**config.mk**
```make
export PLATFORM = sky130hd
export DESIGN_NAME = link_lag_fault_watchdog_unit
export DESIGN_NICKNAME = d
export VERILOG_FILES = /design/src/design/llfw_pkg.sv /design/src/design/llfw_cfg.sv /design/src/design/llfw_core.sv /design/src/design/link_lag_fault_watchdog_unit.sv
export SDC_FILE = /design/constraint.sdc
export NUM_CORES = 1
export LEC_CHECK = 0
export BUFFER_PORTS_ARGS = -buffer_cell sky130_fd_sc_hd__buf_4
export CAP_MARGIN = 0
export CORE_UTILIZATION = 45
export CTS_CLUSTER_DIAMETER = 200
export DETAILED_ROUTE_END_ITERATION = 10
export HOLD_SLACK_MARGIN = 0.03
export PLACE_DENSITY_LB_ADDON = 0.05
export SLEW_MARGIN = 20
export SYNTH_ARGS = -nofsm -noshare
export SYNTH_HDL_FRONTEND = slang
export SYNTH_HIERARCHICAL = 1
export SYNTH_SLANG_ARGS = --single-unit
```
**constraint.sdc**
```tcl
create_clock -name clk -period 8.75 [get_ports clk]
set_clock_uncertainty 0.2 [all_clocks]
set_input_delay 1.75 -clock clk [delete_from_list [all_inputs] [get_ports clk]]
set_output_delay 1.75 -clock clk [all_outputs]
set_load 0.1 [all_outputs]
```
**src/design/llfw_pkg.sv**
```systemverilog
// ----------------------------------------------------------------------------
// llfw_pkg
// Types and constants shared by the link lag fault watchdog.
// ----------------------------------------------------------------------------
package llfw_pkg;

	localparam int unsigned TimeW = 32;
	localparam int unsigned TripW = 8;

	localparam logic [TripW-1:0] TRIP_LIMIT = 8'd10;
	localparam logic [TripW-1:0] TRIP_MAX   = 8'd255;

	localparam logic [TimeW-1:0] LAG_DISC_RESET   = 32'd4000;
	localparam logic [TimeW-1:0] LAG_MOTOR_RESET  = 32'd300;
	localparam logic [TimeW-1:0] RETRY_INT_RESET  = 32'd10000;

	// register index, from paddr[3:2]
	typedef enum logic [1:0] {
		REG_LAG_DISC  = 2'd0,
		REG_LAG_MOTOR = 2'd1,
		REG_RETRY_INT = 2'd2
	} reg_idx_t;

	typedef enum logic [2:0] {
		REASON_NONE     = 3'd0,
		REASON_LAG_DISC = 3'd1,
		REASON_MOTOR    = 3'd2,
		REASON_TRIP     = 3'd3,
		REASON_BAD_DISC = 3'd4
	} reason_t;

	typedef struct packed {
		logic [TimeW-1:0] lag_disconnect_ms;
		logic [TimeW-1:0] lag_motor_stop_ms;
		logic [TimeW-1:0] retry_interval_ms;
	} cfg_t;

	typedef struct packed {
		logic             slot;
		logic             link_up;
		logic [TimeW-1:0] now_ms;
		logic [TimeW-1:0] last_message_ms;
		logic             data_sane;
	} item_t;

	typedef struct packed {
		logic    fault;
		reason_t reason;
		logic    disconnect;
	} res_t;

endpackage

```
**src/design/llfw_cfg.sv**
```systemverilog
// ----------------------------------------------------------------------------
// llfw_cfg
// APB register file holding the lag and retry limits.
// ----------------------------------------------------------------------------
module llfw_cfg import llfw_pkg::*; (
	input  logic        clk,
	input  logic        arst_n,
	input  logic        psel,
	input  logic        penable,
	input  logic        pwrite,
	input  logic [3:0]  paddr,
	input  logic [31:0] pwdata,
	output logic [31:0] prdata,
	output logic        pready,
	output cfg_t        cfg
);

	cfg_t     cfg_q;
	logic     wr_en;
	reg_idx_t idx;

	assign pready = 1'b1;
	assign wr_en  = psel && penable && pwrite && pready;
	assign idx    = reg_idx_t'(paddr[3:2]);
	assign cfg    = cfg_q;

	always_ff @(posedge clk or negedge arst_n) begin
		if (!arst_n) begin
			cfg_q.lag_disconnect_ms <= LAG_DISC_RESET;
			cfg_q.lag_motor_stop_ms <= LAG_MOTOR_RESET;
			cfg_q.retry_interval_ms <= RETRY_INT_RESET;
		end else if (wr_en) begin
			case (idx)
				REG_LAG_DISC:  cfg_q.lag_disconnect_ms <= pwdata;
				REG_LAG_MOTOR: cfg_q.lag_motor_stop_ms <= pwdata;
				REG_RETRY_INT: cfg_q.retry_interval_ms <= pwdata;
				default: ;
			endcase
		end
	end

	always_comb begin
		case (idx)
			REG_LAG_DISC:  prdata = cfg_q.lag_disconnect_ms;
			REG_LAG_MOTOR: prdata = cfg_q.lag_motor_stop_ms;
			REG_RETRY_INT: prdata = cfg_q.retry_interval_ms;
			default:       prdata = 32'd0;
		endcase
	end

endmodule

```
**src/design/llfw_core.sv**
```systemverilog
// ----------------------------------------------------------------------------
// llfw_core
// Per-slot watchdog state and the single-pass fault decision.
// ----------------------------------------------------------------------------
module llfw_core import llfw_pkg::*; (
	input  logic  clk,
	input  logic  arst_n,
	input  logic  en,
	input  item_t item,
	input  cfg_t  cfg,
	output res_t  res
);

	logic [1:0]       rp_q;
	logic [TimeW-1:0] retry_q [2];
	logic [TripW-1:0] trip_q [2];

	logic             rp_cur;
	logic [TimeW-1:0] rs_cur;
	logic [TripW-1:0] tc_cur;
	logic             rp_nx;
	logic [TimeW-1:0] rs_nx;
	logic [TripW-1:0] tc_nx;
	logic [TimeW:0]   diff;
	logic [TimeW-1:0] lag;
	logic [TimeW-1:0] deadline;

	assign rp_cur   = rp_q[item.slot];
	assign rs_cur   = retry_q[item.slot];
	assign tc_cur   = trip_q[item.slot];
	assign diff     = {1'b0, item.now_ms} - {1'b0, item.last_message_ms};
	assign deadline = rs_cur + cfg.retry_interval_ms;

	// pending reconnect or message in the future: zero lag
	assign lag = (rp_cur || diff[TimeW]) ? '0 : diff[TimeW-1:0];

	always_comb begin
		rp_nx = rp_cur;
		rs_nx = rs_cur;
		tc_nx = tc_cur;
		res   = '{fault: 1'b0, reason: REASON_NONE, disconnect: 1'b0};
		if (!item.link_up) begin
			rp_nx = rp_cur | item.slot;
		end else begin
			rp_nx = 1'b0;
			if (lag > cfg.lag_disconnect_ms) begin
				res = '{fault: 1'b1, reason: REASON_LAG_DISC, disconnect: 1'b1};
			end else if (!item.slot && lag > cfg.lag_motor_stop_ms) begin
				res = '{fault: 1'b1, reason: REASON_MOTOR, disconnect: 1'b0};
			end else if (!item.data_sane && rs_cur != '0 && item.now_ms > deadline) begin
				tc_nx = (tc_cur == TRIP_MAX) ? tc_cur : tc_cur + 8'd1;
				rs_nx = '0;
				res   = '{fault: 1'b1, reason: REASON_TRIP, disconnect: 1'b0};
			end else begin
				if (!item.data_sane) begin
					if (rs_cur == '0)
						rs_nx = item.now_ms;
				end else if (tc_cur != '0) begin
					rs_nx = '0;
					tc_nx = '0;
				end
				if (tc_nx > TRIP_LIMIT)
					res = '{fault: 1'b1, reason: REASON_BAD_DISC, disconnect: 1'b1};
			end
		end
	end

	always_ff @(posedge clk or negedge arst_n) begin
		if (!arst_n) begin
			rp_q       <= '0;
			retry_q[0] <= '0;
			retry_q[1] <= '0;
			trip_q[0]  <= '0;
			trip_q[1]  <= '0;
		end else if (en) begin
			rp_q[item.slot]    <= rp_nx;
			retry_q[item.slot] <= rs_nx;
			trip_q[item.slot]  <= tc_nx;
		end
	end

endmodule

```
**src/design/link_lag_fault_watchdog_unit.sv**
```systemverilog
// ----------------------------------------------------------------------------
// Link lag fault watchdog
// Lag and bad-data watchdog for a primary and a secondary controller link.
// ----------------------------------------------------------------------------
// Usage:
//   Each poll beat on s_axis carries the slot in tuser and the link status,
//   times and data-sane flag in tdata. One result beat per poll leaves on
//   m_axis with fault, reason and disconnect.
//   Limits sit in three APB registers (0x0 lag disconnect, 0x4 motor-stop
//   lag, 0x8 retry interval); write them only while no poll is in flight.
//   The input register, then the result register, lie between an accepted
//   poll and its result beat. Throughput: one poll per cycle while m_axis
//   does not stall; the per-slot state is read and updated in the single
//   decision stage, so a poll sees everything its predecessor left.
//   When m_axis stalls, the result register holds its beat and the input
//   register still takes one more poll; s_axis_tready drops after that.
//   Reset clears the limits to their defaults, the reconnect flags, retry
//   timers and trip counters, and empties both registers.
// ----------------------------------------------------------------------------
module link_lag_fault_watchdog_unit import llfw_pkg::*; (
	input  logic        clk,
	input  logic        arst_n,
	input  logic        s_axis_tvalid,
	output logic        s_axis_tready,
	input  logic [71:0] s_axis_tdata,  // link_up, now_ms[32:1], last_message_ms[64:33], data_sane
	input  logic        s_axis_tuser,  // slot
	output logic        m_axis_tvalid,
	input  logic        m_axis_tready,
	output logic [7:0]  m_axis_tdata,  // fault, reason[3:1], disconnect[4]
	input  logic        psel,
	input  logic        penable,
	input  logic        pwrite,
	input  logic [3:0]  paddr,
	input  logic [31:0] pwdata,
	output logic [31:0] prdata,
	output logic        pready
);

	cfg_t  cfg;
	item_t item_s1;
	logic  valid_s1;
	res_t  res;
	res_t  res_q;
	logic  out_valid_q;
	logic  adv;

	llfw_cfg u_cfg (
		.clk    (clk),
		.arst_n (arst_n),
		.psel   (psel),
		.penable(penable),
		.pwrite (pwrite),
		.paddr  (paddr),
		.pwdata (pwdata),
		.prdata (prdata),
		.pready (pready),
		.cfg    (cfg)
	);

	llfw_core u_core (
		.clk   (clk),
		.arst_n(arst_n),
		.en    (adv),
		.item  (item_s1),
		.cfg   (cfg),
		.res   (res)
	);

	assign adv           = valid_s1 && (!out_valid_q || m_axis_tready);
	assign s_axis_tready = !valid_s1 || adv;

	always_ff @(posedge clk or negedge arst_n) begin
		if (!arst_n) begin
			valid_s1 <= 1'b0;
		end else if (s_axis_tready) begin
			valid_s1 <= s_axis_tvalid;
		end
	end

	always_ff @(posedge clk) begin
		if (s_axis_tvalid && s_axis_tready) begin
			item_s1.slot            <= s_axis_tuser;
			item_s1.link_up         <= s_axis_tdata[0];
			item_s1.now_ms          <= s_axis_tdata[32:1];
			item_s1.last_message_ms <= s_axis_tdata[64:33];
			item_s1.data_sane       <= s_axis_tdata[65];
		end
	end

	always_ff @(posedge clk or negedge arst_n) begin
		if (!arst_n) begin
			out_valid_q <= 1'b0;
		end else if (adv) begin
			out_valid_q <= 1'b1;
		end else if (m_axis_tready) begin
			out_valid_q <= 1'b0;
		end
	end

	always_ff @(posedge clk) begin
		if (adv)
			res_q <= res;
	end

	assign m_axis_tvalid = out_valid_q;
	assign m_axis_tdata  = {3'b000, res_q.disconnect, res_q.reason, res_q.fault};

endmodule

```
After elaboration in Yosys (flattened, before gate mapping)
Index checks and enable logic that the tools add are counted.
{ "classes": {"addsub": 3, "muxes": 44, "n_shift": 0, "n_eq_ne": 3, "order_cmp": 8, "n_reduce_logical": 26, "n_mul": 0, "n_bitwise": 3, "div": 0} }
{ "ops": {"columns": ["operator", "count"], "rows": [
  ["2-to-1 mux 32 bit", 12],
  ["2-to-1 mux 8 bit", 15],
  ["> comparator 32 bit", 3],
  ["one-hot mux 32 bit (3 select lines)", 1],
  ["bitwise mux 64 bit", 1],
  ["subtractor 32 x 32 -> 33 bit", 1],
  ["adder 32 bit", 1],
  ["demux 32 bit (select 1 bit)", 1],
  ["zero test 32 bit", 1],
  ["nonzero test 32 bit", 1],
  ["2-to-1 mux 5 bit", 4],
  ["bitwise mux 16 bit", 1],
  ["logical AND 1 bit", 9],
  ["adder 8 x 1 -> 8 bit (second input constant)", 1],
  ["demux 8 bit (select 1 bit)", 1],
  ["equality test 8 bit (second input constant)", 1],
  ["> comparator 8 x 4 -> 1 bit (second input constant)", 1],
  ["nonzero test 8 bit", 1],
  ["2-to-1 mux 1 bit", 6],
  ["AND reduction 2 bit", 3],
  ["zero test 1 bit", 4],
  ["OR reduction 4 bit", 1],
  ["logical OR 1 bit", 3],
  ["bitwise mux 2 bit", 1],
  ["other kinds (13)", 13]
]} }
{ "word_totals": {"inputBits": 116, "ff_bits": 252, "mem_count": 0, "wordCells": 107, "romBits": 0, "mem_bits_rw": 0, "latchBits": 0, "out_inout_bits": 43} }

Logic depth before layout (Yosys ltp)
{ "logic_depth": {"ltp_word": 16, "ltp_mapped": 27, "ltp_nobuf": 23} }

Cells and area by module
Netlist, hierarchy kept.
{ "modules_own_cells": {"columns": ["mod", "cells_per_inst", "seq_area_each_um2", "area_per_inst_um2", "instances"], "rows": [
  ["llfw_core", 1169, 2052.0, 9785.6, 1],
  ["llfw_cfg", 316, 2421.1, 4391.7, 1],
  ["link_lag_fault_watchdog_unit", 84, 2212.1, 2292.2, 1]
]} }

Worst setup path before layout
Ideal clock, no wire load.
{ "synth_path": {"path_kind": "reg2reg", "start": "reg item_s1[66] (netlist bit)", "end": "reg u_core/retry_q[33] (netlist bit)", "path_slack_ns": 2.052, "n_path_buf": 5, "setup_time_ns": 0.121, "stages_incl_launch_ff": 25, "required_time_ns": 8.429, "period_less_slack_ns": 6.698, "arrival_ns": 6.377, "cell_sequence": "edfxtp_1 buf_1 buf_2 buf_1 clkbuf_1 mux2_2 ha_1 a21o_1 a21o_1 a221o_1 o21ai_1 a31oi_1 o41ai_1 mux2i_1 a2111oi_0 ha_1 nand4_1 nor4_1 nand2_1 a21oi_1 o311a_1 and3b_1 or4_4 buf_6 a22o_1"} }
{ "synth_via": {"elab_chain_cells": 12, "word_cells_on_any_way": 35, "cone_classes": "add/sub: 1; order compare: 5; mux: 19; bitwise: 1; reduce/logical: 9"} }
{ "synth_lines": {"columns": ["item", "line_no", "source"], "rows": [
  ["from (decl)", "link_lag_fault_watchdog_unit.sv:40", "item_t item_s1;"],
  ["NOT 1 -> 2 bit (not written as such)", "llfw_core.sv:29, llfw_core.sv:30, llfw_core.sv:77", null],
  ["2-to-1 mux 32 bit (not written as such) or 2-to-1 mux 8 bit (tied branches) (3 in series)", "llfw_core.sv:29, llfw_core.sv:30", null],
  ["adder 32 bit, or another cell as far along", "llfw_core.sv:32", "assign deadline = rs_cur + cfg.retry_interval_ms;"],
  ["> comparator 32 bit, or another cell as far along", "llfw_core.sv:50", "end else if (!item.data_sane && rs_cur != '0 && item.now_ms > deadline) begin"],
  ["logical AND 1 bit or 2-to-1 mux 32 bit (tied branches)", "llfw_core.sv:50, llfw_core.sv:55", null],
  ["2-to-1 mux 32 bit", "llfw_core.sv:50", null],
  ["2-to-1 mux 32 bit", "llfw_core.sv:48", "end else if (!item.slot && lag > cfg.lag_motor_stop_ms) begin"],
  ["2-to-1 mux 32 bit", "llfw_core.sv:46", "if (lag > cfg.lag_disconnect_ms) begin"],
  ["2-to-1 mux 32 bit", "llfw_core.sv:42", "if (!item.link_up) begin"],
  ["bitwise mux 64 bit *", "llfw_core.sv:77", "retry_q[item.slot] <= rs_nx;"],
  ["to (signal, indexed assignment)", "llfw_core.sv:77", null],
  ["to (decl)", "llfw_core.sv:15", "logic [TimeW-1:0] retry_q [2];"]
]} }
Every way passes the cells marked *; elsewhere a longest branch is shown, timed or not. The select of a mux whose other input is x is not followed.
A chain may end at the register's enable or synchronous reset.

Worst setup path in the final report
{ "layout_path": {"start": "reg item_s1[66] (netlist bit)", "end": "reg u_core/retry_q[59] (netlist bit)"} }
The elaborated chain is that of the path after synthesis.

==> summary.txt <==
Route
  – Initial drt markers: between 700 and 800
  – Antenna-violating nets left: 0
  – DR pass1 iterations: 11
  – Routed len/inst: 20.9 um
  – Total wire length: 45,800 um
  – DR vias: approximately 13k
  – Vias per cell: 5.74
  – Residual DRC count: 7

Synth
  – Mapped Cells: 1,569
  – Dominant synthesized flop cell: dfrtp_1
  – Area share of the largest cell type after synthesis: 0.251
  – EDFF count, synth: 72
  – Ys async rst share: 0.714
  – Yosys Warn Count: 6
  – Synth Register Bits: 252
  – Seq/Total Area, Yosys: 0.406
  – Distinct cells, synth: 90
  – Cell area after synthesis: 0.0165 mm^2
  – Leading post-synthesis cells by cell area: dfrtp_1 25%, edfxtp_1 13%, ha_1 12%
  – Average size of a mapped cell: 10.5 um^2
  – Yosys top cell by area: dfrtp_1

Critical path
  – CP most frequent cell: a21o_1
  – Crit-path max cell delay: 770 ps
  – CP Buf/Inv Count: 1
  – Crit. path cell count: 21
  – Crit path max-delay family: compound AO/OA/AOI/OAI gates
  – CP Max Fanout: 30
  – Depth of the worst register-to-register path: 21
  – Slowest-stage cell, CP: nor4_1
  – Crit Path Category: register to register
  – Crit path launch type: register
  – Critical-path cell list: buf_4, mux2_1, ha_1, a21o_1, a21o_1, a21o_1, a221o_1, o21ai_1, a31oi_1, o41ai_1, mux2i_1, a2111oi_0, ha_1, nand4_1, nor4_1, nand2_1, a21oi_1, o311a_1, and3b_1, or4_4, a22o_1
  – Worst path arrival time: around 8000 ps
  – Worst Setup End Kind: register
  – CP required: approximately 9000 ps

STA
  – TNS Setup: 0 ps
  – Worst slew margin: 0.319
  – RSZ-0062 raised after global routing: false
  – # setup viols final: 0
  – Min Clock Period, post-route: a little under 8000 ps
  – Slew Limit Fails: 0
  – Fmax: 129 MHz
  – WHS: ~290 ps
  – Worst Tran Pin Value: 1020 ps
  – Final hold vios: 0
  – Fin crit share: 0.888

Floorplan
  – Core ar.: ~0.036 mm^2
  – Die Span Y: 193 um
  – Die Span X: 193 um
  – Initial Util: 0.460
  – Die area: 0.0374 mm^2
  – Io pins: 159
  – Core Rows: 69

CTS
  – Clk root buf: clkbuf_16
  – CTS sink count: ~250
  – Inserted Clock Buffers: 30
  – Clk slew on worst S/H paths: ~60 ps
  – Clk_lat worst skew: between 500 and 600 ps
  – Cts hold-fix bufs: 0
  – CTS tree: yes
  – Htree depth: 1
  – Setup Buffers After CTS: 0
  – CTS resizes: 0
  – Max clock buf depth: 3

Global routing
  – Initial antenna violation count: 0
  – Vias in the first global route: between 10k and 15k
  – Largest net degree at the start of global routing: 70
  – Gr usage total: 0.244
  – First-pass GRT wire length: 71,000 um
  – Remaining global-route overflow: 0

Power
  – Clk network pwr share: 0.256
  – Flop pwr share: 0.331
  – Power Density: 268 mW/mm^2
  – VDD IR max: 0.166 mV
  – Net Switching: 0.00198 W
  – Combinational Power Share: 0.413
  – P_int: 0.00313 W
  – Sw frac: 0.388
  – Static Leak: 9.00 nW

Min path
  – Hold depth: 2
  – Hold crit path type: register to register

Cells and area
  – # fillers: 3,225
  – Nets@finish: 1,988
  – Layout cells sized above 1: 0.216
  – N_diodes: 0
  – Post-route core utilization: 0.532
  – Area of the multi-input gates: about 0.0091 mm^2
  – FF/Latch Area: between 0.006 and 0.007 mm^2
  – Area Growth Syn to Fin: 15.8%
  – Design Area, Final: 0.0191 mm^2

Placement
  – Gpl congestion: 0.908
  – DP Area: around 0.018 mm^2
  – PortBufs: 146
  – Post-DP HPWL: 34,100 um

Run
  – Number of max-cap violations: 0

Run status
  – Failing checks: design-rule violations
  – Outcome: complete, but fails checks
## path summary, 6_finish.rpt
kind / startpoint / end / slack (ps)
worst max-delay path: item_s1[66] / u_core/retry_q[59] / 980
worst min-delay path: u_core/rp_q[1] / u_core/rp_q[1] / 290
worst max register to register: item_s1[66] / u_core/retry_q[59] / 980
worst min register to register: u_core/rp_q[1] / u_core/rp_q[1] / 290
max in group asynchronous: arst_n / u_cfg/cfg[67] / 6020
min in group asynchronous: arst_n / u_cfg/cfg[61] / 990
## per-stage QoR
step | power, W | setup WS [ps] | cells
after global routing | 0.00545 | 707 | 2196
after global placement | 0.00377 | 1160 | 2140
after CTS | 0.00514 | 1130 | 2196
final | 0.00511 | 984 | 2196
after floorplan | 0.00322 | 2050 | 1571
after detailed placement | 0.00381 | 1140 | 2140
## worst register-to-register path: cells and delay by family (launching register included)
kind                     cells  cell delay, ps
flip-flops                   1             680
AND/OR/NAND/NOR              5            2010
adder cells (fa/ha/maj)      2             570
AO/OA/AOI/OAI               11            3280
multiplexers                 2             550
buffers and inverters        1             340
## power by group through the flow
stage          combinational (W)  clock, W  sequential, W
2_1_floorplan            0.00158         0        0.00164
5_1_grt                  0.00234   0.00139        0.00172
6_report                 0.00211   0.00131        0.00169
4_1_cts                  0.00211   0.00134        0.00169
3_3_place_gp             0.00207         0        0.00171
3_5_place_dp             0.00210         0        0.00171
## cells by family (layout without fill, tap and decap cells)
kind of cell,after synthesis,after routing,share of synthesized area
AO/OA/AOI/OAI,400,400,0.165
flip-flops,252,252,0.406
AND/OR/NAND/NOR,358,358,0.112
XOR/XNOR,45,45,0.0239
buffers and inverters,175,339,0.0451
multiplexers,176,176,0.124
adder cells (fa/ha/maj),161,161,0.123
other,2,4,0.000456
## cell usage in the layout (no fill, tap or decap), types with 21 or more instances in the layout
cell       count
a211oi_1      24
a21o_1        31
a21oi_1       74
a22o_1        61
buf_4        160
clkbuf_16     33
dfrtp_1      165
edfxtp_1      72
ha_1         159
inv_1        121
mux2_2        86
mux2_4        30
mux2i_1       46
nand2_1       92
nand4_1       31
nor2_1        82
nor3_1        24
o21ai_0       85
xnor2_1       21
xor2_1        24
## cells in the mapped netlist (all sizes together), types with 4 or more instances
master / count
mux2: 130
buf: 31
nand2: 92
a21o: 31
nor4: 21
or4: 5
o21a: 12
nand3b: 6
a21oi: 75
a22o: 61
o21bai: 8
nand2b: 15
dfstp: 15
edfxtp: 72
clkbuf: 22
a21boi: 6
o211ai: 15
nor2: 83
xor2: 24
ha: 159
o41ai: 4
a211oi: 24
xnor2: 21
a31oi: 12
nor3: 25
nor2b: 12
a32o: 6
nand4: 31
dfrtp: 165
o21ai: 106
or3: 4
nor3b: 5
mux2i: 46
a221oi: 4
and2: 12
a221o: 4
and3: 9
or2: 6
inv: 122
nand3: 20
## layout make-up
cell class,instances,share of cell area
multi-input cells,1144,0.476
inverters,122,0.0240
repair buffers,161,0.0636
clock inverters,10,0.00453
flip-flops and latches,252,0.350
well taps,461,0.0302
clock buffers,46,0.0511
## layer usage
layer / wire length, um / GRT usage / share of wire
met5: 0 / 0 / 0
met4: 1540 / 0.0791 / 0.034
met3: 2110 / 0.0349 / 0.046
met2: 20900 / 0.387 / 0.46
met1: 21300 / 0.344 / 0.46
## state kept, by name, indices dropped and copies added (netlist names)
name and count:
item_s1 67, m_axis_tdata 5, m_axis_tvalid 1, u_cfg/cfg 96, u_core/retry_q 64, u_core/rp_q 2
u_core/trip_q 16, valid_s1 1
(Power assumes the default switching activity.)
